[config.mk]
export PLATFORM = sky130hd
export DESIGN_NAME = encoder_feedback_unwrap_estimate
export DESIGN_NICKNAME = d
export VERILOG_FILES = /design/src/rtl/efue_pkg.sv /design/src/rtl/encoder_feedback_unwrap_estimate.sv
export SDC_FILE = /design/constraint.sdc
export NUM_CORES = 1
export LEC_CHECK = 0
export ABC_AREA = 1
export CORE_MARGIN = 5
export CORE_UTILIZATION = 47
export CTS_BUF_LIST = sky130_fd_sc_hd__clkbuf_2
export CTS_CLUSTER_DIAMETER = 60
export DETAILED_ROUTE_END_ITERATION = 8
export DONT_BUFFER_PORTS = 1
export GPL_TIMING_DRIVEN = 1
export HOLD_SLACK_MARGIN = 0.15
export SKIP_CTS_REPAIR_TIMING = 1
export SYNTH_ARGS = -nofsm -noshare
export SYNTH_HDL_FRONTEND = slang
export SYNTH_SLANG_ARGS = --single-unit
[constraint.sdc]
create_clock -name i_clk -period 18.2 [get_ports i_clk]
set_input_delay 1.82 -clock i_clk [delete_from_list [all_inputs] [get_ports i_clk]]
set_output_delay 1.82 -clock i_clk [all_outputs]
set_load 0.1 [all_outputs]
[src/rtl/efue_pkg.sv]
package efue_pkg;

    localparam int unsigned COUNTS_PER_TURN_DEF = 8192;

    localparam int ANGLE_IN_W  = 13;
    localparam int SPEED_W     = 16;
    localparam int CURRENT_W   = 16;
    localparam int STAMP_W     = 16;
    localparam int ANGLE_OUT_W = 16;
    localparam int SUM_W       = 64;

    localparam int SPEED_LSB   = ANGLE_IN_W;
    localparam int CURRENT_LSB = SPEED_LSB + SPEED_W;
    localparam int STAMP_LSB   = CURRENT_LSB + CURRENT_W;
    localparam int S_FIELDS_W  = STAMP_LSB + STAMP_W;
    localparam int S_TDATA_W   = ((S_FIELDS_W + 7) / 8) * 8;

    localparam int M_SPEED_LSB   = ANGLE_OUT_W;
    localparam int M_CURRENT_LSB = M_SPEED_LSB + SPEED_W;
    localparam int M_STAMP_LSB   = M_CURRENT_LSB + CURRENT_W;
    localparam int M_SUM_LSB     = M_STAMP_LSB + STAMP_W;
    localparam int M_TDATA_W     = M_SUM_LSB + SUM_W;

    localparam int unsigned SPEED_DIV = 60;
    localparam int unsigned TIME_DIV  = 1000000;
    localparam int REM_W = $clog2(TIME_DIV);

    localparam logic MODE_FRAME = 1'b0;
    localparam logic MODE_QUERY = 1'b1;

endpackage

[src/rtl/encoder_feedback_unwrap_estimate.sv]
// Channel   Direction  Transfer contents
// s_axis    in         tuser: mode; tdata: angle_in, speed_in, current_in, stamp_in
// m_axis    out        tdata: angle_out, speed_out, current_out, stamp_out, angle_sum
// cfg       in         i_cfg_wr_en / i_cfg_wr_data: reverse_direction
//
// A feedback frame updates the state in its accept cycle and then waits in S_EMIT to be
// offered, so s_axis_tready stays low until S_EMIT hands the result to the output register.
// A query runs a bit-serial divide by 60, a 16-step shift-add multiply by the elapsed time
// and a bit-serial divide by 1000000 through one shared shift register, then S_FIX forms
// the angle. A stalled output holds the result and the block.
// Reset is synchronous and clears the stored frame, the turn sum and the direction.
module encoder_feedback_unwrap_estimate
    import efue_pkg::*;
#(
    parameter int unsigned COUNTS_PER_TURN = COUNTS_PER_TURN_DEF
) (
    input  logic                 i_clk,
    input  logic                 i_rst_n,
    input  logic                 i_cfg_wr_en,
    input  logic                 i_cfg_wr_data,
    input  logic                 s_axis_tvalid,
    output logic                 s_axis_tready,
    input  logic                 s_axis_tuser,   // mode
    input  logic [S_TDATA_W-1:0] s_axis_tdata,   // angle_in, speed_in, current_in, stamp_in
    output logic                 m_axis_tvalid,
    input  logic                 m_axis_tready,
    output logic [M_TDATA_W-1:0] m_axis_tdata    // angle_out, speed_out, current_out,
                                                 // stamp_out, angle_sum
);

    localparam int CW    = $clog2(COUNTS_PER_TURN + 1);
    localparam int N1W   = SPEED_W + 1 + CW;
    localparam int PW    = N1W + STAMP_W;
    localparam int CNT_W = $clog2(PW + 1);
    localparam int DW    = 18;

    localparam logic signed [DW-1:0] CPT_S  = DW'(COUNTS_PER_TURN);
    localparam logic signed [DW-1:0] HALF_S = DW'(COUNTS_PER_TURN / 2);

    typedef enum logic [2:0] {
        S_IDLE,
        S_DIV1,
        S_MUL,
        S_DIV2,
        S_FIX,
        S_EMIT
    } t_state;

    t_state                  r_state, n_state;
    logic [CNT_W-1:0]        r_cnt, n_cnt;
    logic [REM_W-1:0]        r_rem, n_rem;
    logic [PW-1:0]           r_num, n_num;
    logic [N1W-1:0]          r_quo, n_quo;
    logic [STAMP_W-1:0]      r_dt, n_dt;
    logic                    r_neg, n_neg;
    logic [ANGLE_OUT_W-1:0]  r_res_angle, n_res_angle;
    logic [STAMP_W-1:0]      r_res_stamp, n_res_stamp;
    logic                    r_rev, n_rev;
    logic [ANGLE_OUT_W-1:0]  r_last_angle, n_last_angle;
    logic [SPEED_W-1:0]      r_last_speed, n_last_speed;
    logic [CURRENT_W-1:0]    r_last_current, n_last_current;
    logic [STAMP_W-1:0]      r_last_stamp, n_last_stamp;
    logic [SUM_W-1:0]        r_turn_sum, n_turn_sum;
    logic                    r_out_valid, n_out_valid;
    logic [M_TDATA_W-1:0]    r_out_data, n_out_data;

    logic [ANGLE_IN_W-1:0]   w_angle_in;
    logic [SPEED_W-1:0]      w_speed_in;
    logic [CURRENT_W-1:0]    w_current_in;
    logic [STAMP_W-1:0]      w_stamp_in;
    logic signed [DW-1:0]    w_ang_raw, w_ang, w_prev, w_d, w_dw;
    logic [SUM_W-1:0]        w_sum_n;
    logic [SPEED_W:0]        w_spd_ext, w_mag;
    logic [N1W-1:0]          w_n1;
    logic [REM_W:0]          w_rem2, w_divisor;
    logic                    w_ge;
    logic [REM_W-1:0]        w_rem_n;
    logic [PW-1:0]           w_acc;
    logic [ANGLE_OUT_W-1:0]  w_e, w_est;
    logic                    w_out_free;

    assign w_angle_in   = s_axis_tdata[ANGLE_IN_W-1:0];
    assign w_speed_in   = s_axis_tdata[SPEED_LSB +: SPEED_W];
    assign w_current_in = s_axis_tdata[CURRENT_LSB +: CURRENT_W];
    assign w_stamp_in   = s_axis_tdata[STAMP_LSB +: STAMP_W];

    assign s_axis_tready = (r_state == S_IDLE);
    assign m_axis_tvalid = r_out_valid;
    assign m_axis_tdata  = r_out_data;
    assign w_out_free    = !r_out_valid || m_axis_tready;

    always_comb begin
        w_ang_raw = {{(DW - ANGLE_IN_W){1'b0}}, w_angle_in};
        w_ang     = r_rev ? (CPT_S - w_ang_raw) : w_ang_raw;
        w_prev    = {{(DW - ANGLE_OUT_W){r_last_angle[ANGLE_OUT_W-1]}}, r_last_angle};
        w_d       = w_ang - w_prev;
        if (w_d > HALF_S) begin
            w_dw = w_d - CPT_S;
        end else if (w_d < -HALF_S) begin
            w_dw = w_d + CPT_S;
        end else begin
            w_dw = w_d;
        end
        w_sum_n = r_turn_sum + {{(SUM_W - DW){w_dw[DW-1]}}, w_dw};

        w_spd_ext = {r_last_speed[SPEED_W-1], r_last_speed};
        w_mag     = r_last_speed[SPEED_W-1] ? (SPEED_W + 1)'(0 - w_spd_ext) : w_spd_ext;
        w_n1      = N1W'(w_mag) * N1W'(COUNTS_PER_TURN);

        w_rem2    = {r_rem, r_num[PW-1]};
        w_divisor = (r_state == S_DIV1) ? (REM_W + 1)'(SPEED_DIV) : (REM_W + 1)'(TIME_DIV);
        w_ge      = (w_rem2 >= w_divisor);
        w_rem_n   = w_ge ? REM_W'(w_rem2 - w_divisor) : REM_W'(w_rem2);

        w_acc = {r_num[PW-2:0], 1'b0} + (r_dt[STAMP_W-1] ? PW'(r_quo) : PW'(0));

        w_e   = r_neg ? ANGLE_OUT_W'(0 - r_quo[ANGLE_OUT_W-1:0]) : r_quo[ANGLE_OUT_W-1:0];
        w_est = r_last_angle + w_e;
    end

    always_comb begin
        n_state        = r_state;
        n_cnt          = r_cnt;
        n_rem          = r_rem;
        n_num          = r_num;
        n_quo          = r_quo;
        n_dt           = r_dt;
        n_neg          = r_neg;
        n_res_angle    = r_res_angle;
        n_res_stamp    = r_res_stamp;
        n_rev          = r_rev;
        n_last_angle   = r_last_angle;
        n_last_speed   = r_last_speed;
        n_last_current = r_last_current;
        n_last_stamp   = r_last_stamp;
        n_turn_sum     = r_turn_sum;
        n_out_valid    = r_out_valid;
        n_out_data     = r_out_data;

        if (r_out_valid && m_axis_tready) begin
            n_out_valid = 1'b0;
        end
        if (i_cfg_wr_en) begin
            n_rev = i_cfg_wr_data;
        end

        unique case (r_state)
            S_IDLE: begin
                if (s_axis_tvalid) begin
                    if (s_axis_tuser == MODE_FRAME) begin
                        n_last_angle   = ANGLE_OUT_W'(w_ang);
                        n_last_speed   = r_rev ? SPEED_W'(0 - w_speed_in) : w_speed_in;
                        n_last_current = r_rev ? CURRENT_W'(0 - w_current_in) : w_current_in;
                        n_last_stamp   = w_stamp_in;
                        n_turn_sum     = w_sum_n;
                        n_res_angle    = ANGLE_OUT_W'(w_ang);
                        n_res_stamp    = w_stamp_in;
                        n_state        = S_EMIT;
                    end else begin
                        n_dt        = w_stamp_in - r_last_stamp;
                        n_neg       = r_last_speed[SPEED_W-1];
                        n_num       = {w_n1, {STAMP_W{1'b0}}};
                        n_rem       = '0;
                        n_cnt       = CNT_W'(N1W);
                        n_res_stamp = w_stamp_in;
                        n_state     = S_DIV1;
                    end
                end
            end
            S_DIV1: begin
                n_num = {r_num[PW-2:0], 1'b0};
                n_quo = {r_quo[N1W-2:0], w_ge};
                n_rem = w_rem_n;
                n_cnt = CNT_W'(r_cnt - 1'b1);
                if (r_cnt == CNT_W'(1)) begin
                    n_rem   = '0;
                    n_num   = '0;
                    n_cnt   = CNT_W'(STAMP_W);
                    n_state = S_MUL;
                end
            end
            S_MUL: begin
                n_num = w_acc;
                n_dt  = {r_dt[STAMP_W-2:0], 1'b0};
                n_cnt = CNT_W'(r_cnt - 1'b1);
                if (r_cnt == CNT_W'(1)) begin
                    n_cnt   = CNT_W'(PW);
                    n_state = S_DIV2;
                end
            end
            S_DIV2: begin
                n_num = {r_num[PW-2:0], 1'b0};
                n_quo = {r_quo[N1W-2:0], w_ge};
                n_rem = w_rem_n;
                n_cnt = CNT_W'(r_cnt - 1'b1);
                if (r_cnt == CNT_W'(1)) begin
                    n_state = S_FIX;
                end
            end
            S_FIX: begin
                n_res_angle = w_est;
                n_state     = S_EMIT;
            end
            S_EMIT: begin
                if (w_out_free) begin
                    n_out_data  = {r_turn_sum, r_res_stamp, r_last_current, r_last_speed,
                                   r_res_angle};
                    n_out_valid = 1'b1;
                    n_state     = S_IDLE;
                end
            end
            default: begin
                n_state = S_IDLE;
            end
        endcase
    end

    always_ff @(posedge i_clk) begin
        if (!i_rst_n) begin
            r_state        <= S_IDLE;
            r_out_valid    <= 1'b0;
            r_rev          <= 1'b0;
            r_last_angle   <= '0;
            r_last_speed   <= '0;
            r_last_current <= '0;
            r_last_stamp   <= '0;
            r_turn_sum     <= '0;
        end else begin
            r_state        <= n_state;
            r_out_valid    <= n_out_valid;
            r_rev          <= n_rev;
            r_last_angle   <= n_last_angle;
            r_last_speed   <= n_last_speed;
            r_last_current <= n_last_current;
            r_last_stamp   <= n_last_stamp;
            r_turn_sum     <= n_turn_sum;
            r_cnt          <= n_cnt;
            r_rem          <= n_rem;
            r_num          <= n_num;
            r_quo          <= n_quo;
            r_dt           <= n_dt;
            r_neg          <= n_neg;
            r_res_angle    <= n_res_angle;
            r_res_stamp    <= n_res_stamp;
            r_out_data     <= n_out_data;
        end
    end

endmodule

-- After elaboration in Yosys (flattened, before gate mapping)
Index checks and enable logic that the tools add are counted.
- flip-flop bits (word level): 414
- bits in latches: 0
- memory bits (writable): 0
- bits in read-only memories: 0
- input port bits: 71
- output and inout port bits: 130
- memories: 0
- add/sub/neg operators: 14
- $mul: 0
- div/mod/pow operators: 0
- $lt $le $gt $ge: 3
- equality and inequality tests: 13
- shifts and indexed selects: 0
- multiplexer cells: 39
- bitwise logic cells: 1
- reductions and logical operators: 19
- operators by type and width (operator ; number):
    $pmux W47 S4 ; 1
    $mux W47 ; 3
    $mux W16 ; 7
    $mux W20 ; 5
    $add A64 B64 Y64 ; 1
    $pmux W16 S2 ; 2
    $pmux W20 S3 ; 1
    $mux W18 ; 3
    $sub A1 B16 Y16 const A ; 3
    $add A47 B31 Y47 ; 1
    $mux W31 ; 1
    $mux W6 ; 4
    $pmux W6 S4 ; 1
    $ge A21 B20 Y1 ; 1
    $reduce_and A4 Y1 ; 5
    $sub A20 B20 Y20 ; 1
    $add A18 B15 Y18 const B ; 1
    $gt A18 B14 Y1 const B ; 1
    $lt A18 B13 Y1 const B ; 1
    $mux W3 ; 6
    $pmux W3 S6 ; 1
    $sub A18 B15 Y18 const B ; 1
    $sub A18 B16 Y18 ; 1
    $mux W17 ; 1
    other kinds (24) ; 36

-- Longest topological paths before layout
- word-level depth: 7
- depth in mapped cells: 41
- gate-level depth less buffers: 41

-- Least setup slack after synthesis
OpenSTA, ideal clock, no wires.
- path type: input -> register
- start: in i_rst_n
- end: reg r_out_data[0], in the netlist m_axis_tdata[0] (enable)
- arrival time: 10.756 ns
- required time: 17.428 ns
- setup slack: 6.672 ns
- cell stages on the path: 3
- cell sequence: inv_2 -> clkbuf_1 -> nor3_1
- longest elaborated chain between the ends: 1
- ends and longest elaborated chain (item ; line ; source):
    start: declaration ; encoder_feedback_unwrap_estimate.sv:18 ; input logic i_rst_n,
    $reduce_and A3 Y1 (no line) ; - ;
    end signal: assignment ; encoder_feedback_unwrap_estimate.sv:245 ; r_out_data <= n_out_data;
    end: declaration ; encoder_feedback_unwrap_estimate.sv:65 ; logic [M_TDATA_W-1:0] r_out_data, n_out_data;
No other way between the ends.
A chain may end at the register's enable or synchronous reset.

-- Final worst setup path
- start: in s_axis_tdata[0]
- end: reg r_turn_sum[50]
- longest elaborated chain between the ends: 7
- ends and longest elaborated chain (item ; line ; source):
    start: declaration ; encoder_feedback_unwrap_estimate.sv:24 ; input logic [S_TDATA_W-1:0] s_axis_tdata,
    $sub A14 B13 Y15 (*) ; encoder_feedback_unwrap_estimate.sv:94 ; w_ang = r_rev ? (CPT_S - w_ang_raw) : w_ang_raw;
    $mux W18 (*) ; encoder_feedback_unwrap_estimate.sv:94 ;
    named net w_ang[12] ; encoder_feedback_unwrap_estimate.sv:71 ; logic signed [DW-1:0] w_ang_raw, w_ang, w_prev, w_d, w_dw;
    $sub A18 B16 Y18 (*) ; encoder_feedback_unwrap_estimate.sv:96 ; w_d = w_ang - w_prev;
    $add A18 B15 Y18 / $lt A18 B13 Y1 (equally long branches) ; encoder_feedback_unwrap_estimate.sv:100, encoder_feedback_unwrap_estimate.sv:99 ;
    $mux W18 ; encoder_feedback_unwrap_estimate.sv:99 ; end else if (w_d < -HALF_S) begin
    $mux W18 (*) ; encoder_feedback_unwrap_estimate.sv:97 ; if (w_d > HALF_S) begin
    $add A64 B64 Y64 (*) ; encoder_feedback_unwrap_estimate.sv:104 ; w_sum_n = r_turn_sum + {{(SUM_W - DW){w_dw[DW-1]}}, w_dw};
    end signal: assignment ; encoder_feedback_unwrap_estimate.sv:236 ; r_turn_sum <= n_turn_sum;
    end: declaration ; encoder_feedback_unwrap_estimate.sv:63 ; logic [SUM_W-1:0] r_turn_sum, n_turn_sum;
The timed path passes the listed nets; every way through them passes the cells marked *.

==> results.json <==
{
  "port-buffer-count": 0,
  "grt_pass1_vias": 22112,
  "layout_commonest_cell": "nand2_1",
  "synth_fp_nets": 3533,
  "synthesis.area_um2": 26000,
  "worstPathRequired_ns": 19.21,
  "setup_viol": 0,
  "start_util_pct": 47.3,
  "antenna_found_initial": 2,
  "yosys.area_share.simple_pct": 20.6,
  "vias_per_cell": 5.30,
  "num_vias": 22273,
  "synth-compound-area-share_pct": 16.4,
  "drt_iter0_drc": 1557,
  "io_pins": 201,
  "die_x_um": 245,
  "finalMaxSlewViolations": 0,
  "ant_nets": 0,
  "met1_usage_pct": 33.1,
  "synth.avg_cell_area_um2": 7.88,
  "slowest_delay_ns": 0.70,
  "final.fill_count": 5436,
  "synth-main-ff-cell": "edfxtp_1",
  "yosysWarnings": 0,
  "p_leak_uw": 0.0125,
  "cts_tree": "yes",
  "timing.setup.tns_ns": 0,
  "die_y_um": 245,
  "drcViolationCount": 0,
  "cpMaxStageDelayCell": "ha_1",
  "fp-row-count": 86,
  "final-hold-violation-count": 0,
  "clockBufferDepth": 3,
  "muxShareOfSynthArea_pct": 0.0433,
  "worstPathMaxFanout": 47,
  "clock-root-buffer": "clkbuf_2",
  "drt_first_pass_iters": 5,
  "ys_seq_area_share_pct": 42.5,
  "period_minus_slack_ns": 7.36,
  "finClkSkew_ns": 0.108,
  "gr-total-overflow": 0,
  "synth_cell_types": 64,
  "max_cap_viol_count": 0,
  "status": "completed",
  "startpoint_type": "primary input",
  "fin_crit_sh_pct": 40.4,
  "fin_util_pct": 50.8,
  "cts_sinks": 412,
  "synth-xor-area-share_pct": 4.24,
  "irDropWorstVdd_uv": 64.9,
  "tightest_slew_ns": 1.09,
  "grt-busiest-layer": "met2",
  "drive_above_1_share_pct": 8.36,
  "async_flop_share_pct": 0,
  "clkTransAtPathRegs_ns": 0.10,
  "synth_edf_count": 281,
  "hold_class": "reg2reg",
  "worstSetupPathType": "in2reg",
  "htree_levels": 3,
  "final_cell_mix": "nand2_1 (574), inv_1 (472), nor2_1 (398)",
  "grt_pass1_wl_mm": 119,
  "synthCells": 3300,
  "rsz0062_at_grt": "false",
  "slew_headroom_pct": 27.2,
  "synthAdderAreaFrac_pct": 7.97,
  "cts_buffers": 110,
  "clk_latency_ns": 1.15,
  "coreArea_um2": 55000,
  "use_met2_pct": 38.9,
  "dieArea_um2": 60200,
  "num-nets-final": 3590,
  "path_common_cell": "nand2_1",
  "area_growth_pct": 7.32,
  "avgRoutedWirePerCell_um": 17.9,
  "cp_num_buf_inv": 4,
  "met3_usage_pct": 6.14,
  "worst_setup_path_end_kind": "flip-flop",
  "critical-path-top-delay-family": "simple AND/OR/NAND/NOR gates",
  "yosys_register_bits": 412,
  "place_hpwl_mm": 56.2,
  "gp_congestion": 0.946,
  "track_usage_pct": 24.5,
  "clock.fmax_mhz": 136,
  "routed_wl_mm": 75.1,
  "synth_top_family_by_area": "simple AND/OR/NAND/NOR gates",
  "power.density_nw_per_um2": 160,
  "critPathArrivalTime_ns": 8.37,
  "grt_max_degree": 88
}
-- cell families after synthesis --
logic type | Yosys count
adders and majority gates | 162
DFF | 412
AOI/OAI and AO/OA | 774
and+or+nand+nor | 1269
buffers and inverters | 556
xor gates and xnor gates | 126
muxes | 1
-- metrics by stage --
stage	hold WS (ns)	std cells	worst slack [ns]	power [uW]	area (um^2)
2_1_floorplan	0.400	3300	6.67	3160	26000
3_3_place_gp	0.401	3993	9.86	3710	26800
3_5_place_dp	0.405	3993	9.76	3740	26800
4_1_cts	0.407	4203	10.97	4490	27900
5_1_grt	0.415	4204	10.40	4870	27900
6_report	0.390	4204	10.84	4460	27900
-- per-layer routing --
metal | up-vias | part of all wire (%) | routed length [um]
li1 | 11291 | - | -
met2 | 512 | 45 | 33700
met1 | 10359 | 46 | 34800
met4 | 0 | 2.4 | 1810
met5 | - | 0 | 0
met3 | 111 | 6.4 | 4780
-- cell usage after synthesis (all sizes together) (4+ instances only) --
cell	count	share of area, %
a21boi	5	0.14
a21o	21	0.61
a21oi	312	6.1
a22oi	9	0.26
a31oi	34	0.82
buf	31	0.57
clkbuf	41	0.67
dfxtp	131	10
edfxtp	281	32
fa	6	0.46
ha	156	7.5
inv	482	7.0
nand2	594	8.8
nand3	122	2.5
nand3b	8	0.23
nand4	23	0.55
nor2	407	6.0
nor3	57	1.2
nor4	22	0.58
o211ai	14	0.40
o21a	4	0.12
o21ai	322	6.2
o21bai	16	0.49
o221ai	10	0.34
o31ai	7	0.22
or2	27	0.65
xnor2	37	1.2
xor2	89	3.0
-- registers in the layout, summed over array words and instances (netlist names), 3 cells and up --
signal / flops
r_last_speed: 16
r_state: 3
r_quo: 31
r_last_angle: 14
r_dt: 16
r_turn_sum: 64
r_res_angle: 16
r_rem: 20
r_cnt: 6
r_last_current: 16
r_last_stamp: 16
r_res_stamp: 16
r_num: 47
m_axis_tdata: 128
-- worst paths after layout --
check	from	endpoint	slack (ns)	cells past startpoint
worst max-delay path	s_axis_tdata[0]	r_turn_sum[50]$_SDFFE_PN0P_	10.84	32
worst min-delay path	r_last_current[7]$_SDFFE_PN0P_	m_axis_tdata[39]$_DFFE_PP_	0.39	0
worst max register to register	r_rev$_SDFFE_PN0P_	r_turn_sum[50]$_SDFFE_PN0P_	11.06	28
worst min register to register	r_last_current[7]$_SDFFE_PN0P_	m_axis_tdata[39]$_DFFE_PP_	0.39	0
-- final cells by class --
type / count / area (um^2) / area share, %
Multi-Input combinational cell: 2332 / 12800 / 46.0
Sequential cell: 412 / 11100 / 39.6
Inverter: 484 / 1820 / 6.52
Tap cell: 748 / 936 / 3.35
Clock buffer: 163 / 816 / 2.92
Clock inverter: 47 / 313 / 1.12
Timing Repair Buffer: 17 / 128 / 0.457
Antenna cell: 1 / 2.50 / 0.00896
-- report_power, final --
| group | leakage, uW | internal (uW) | switching (uW) |
|---|---|---|---|
| registers | 0.00368 | 1270 | 230 |
| clock network | 0.000829 | 303 | 415 |
| logic | 0.00797 | 714 | 1530 |
| total | 0.0125 | 2280 | 2180 |
(Power assumes the default switching activity.)
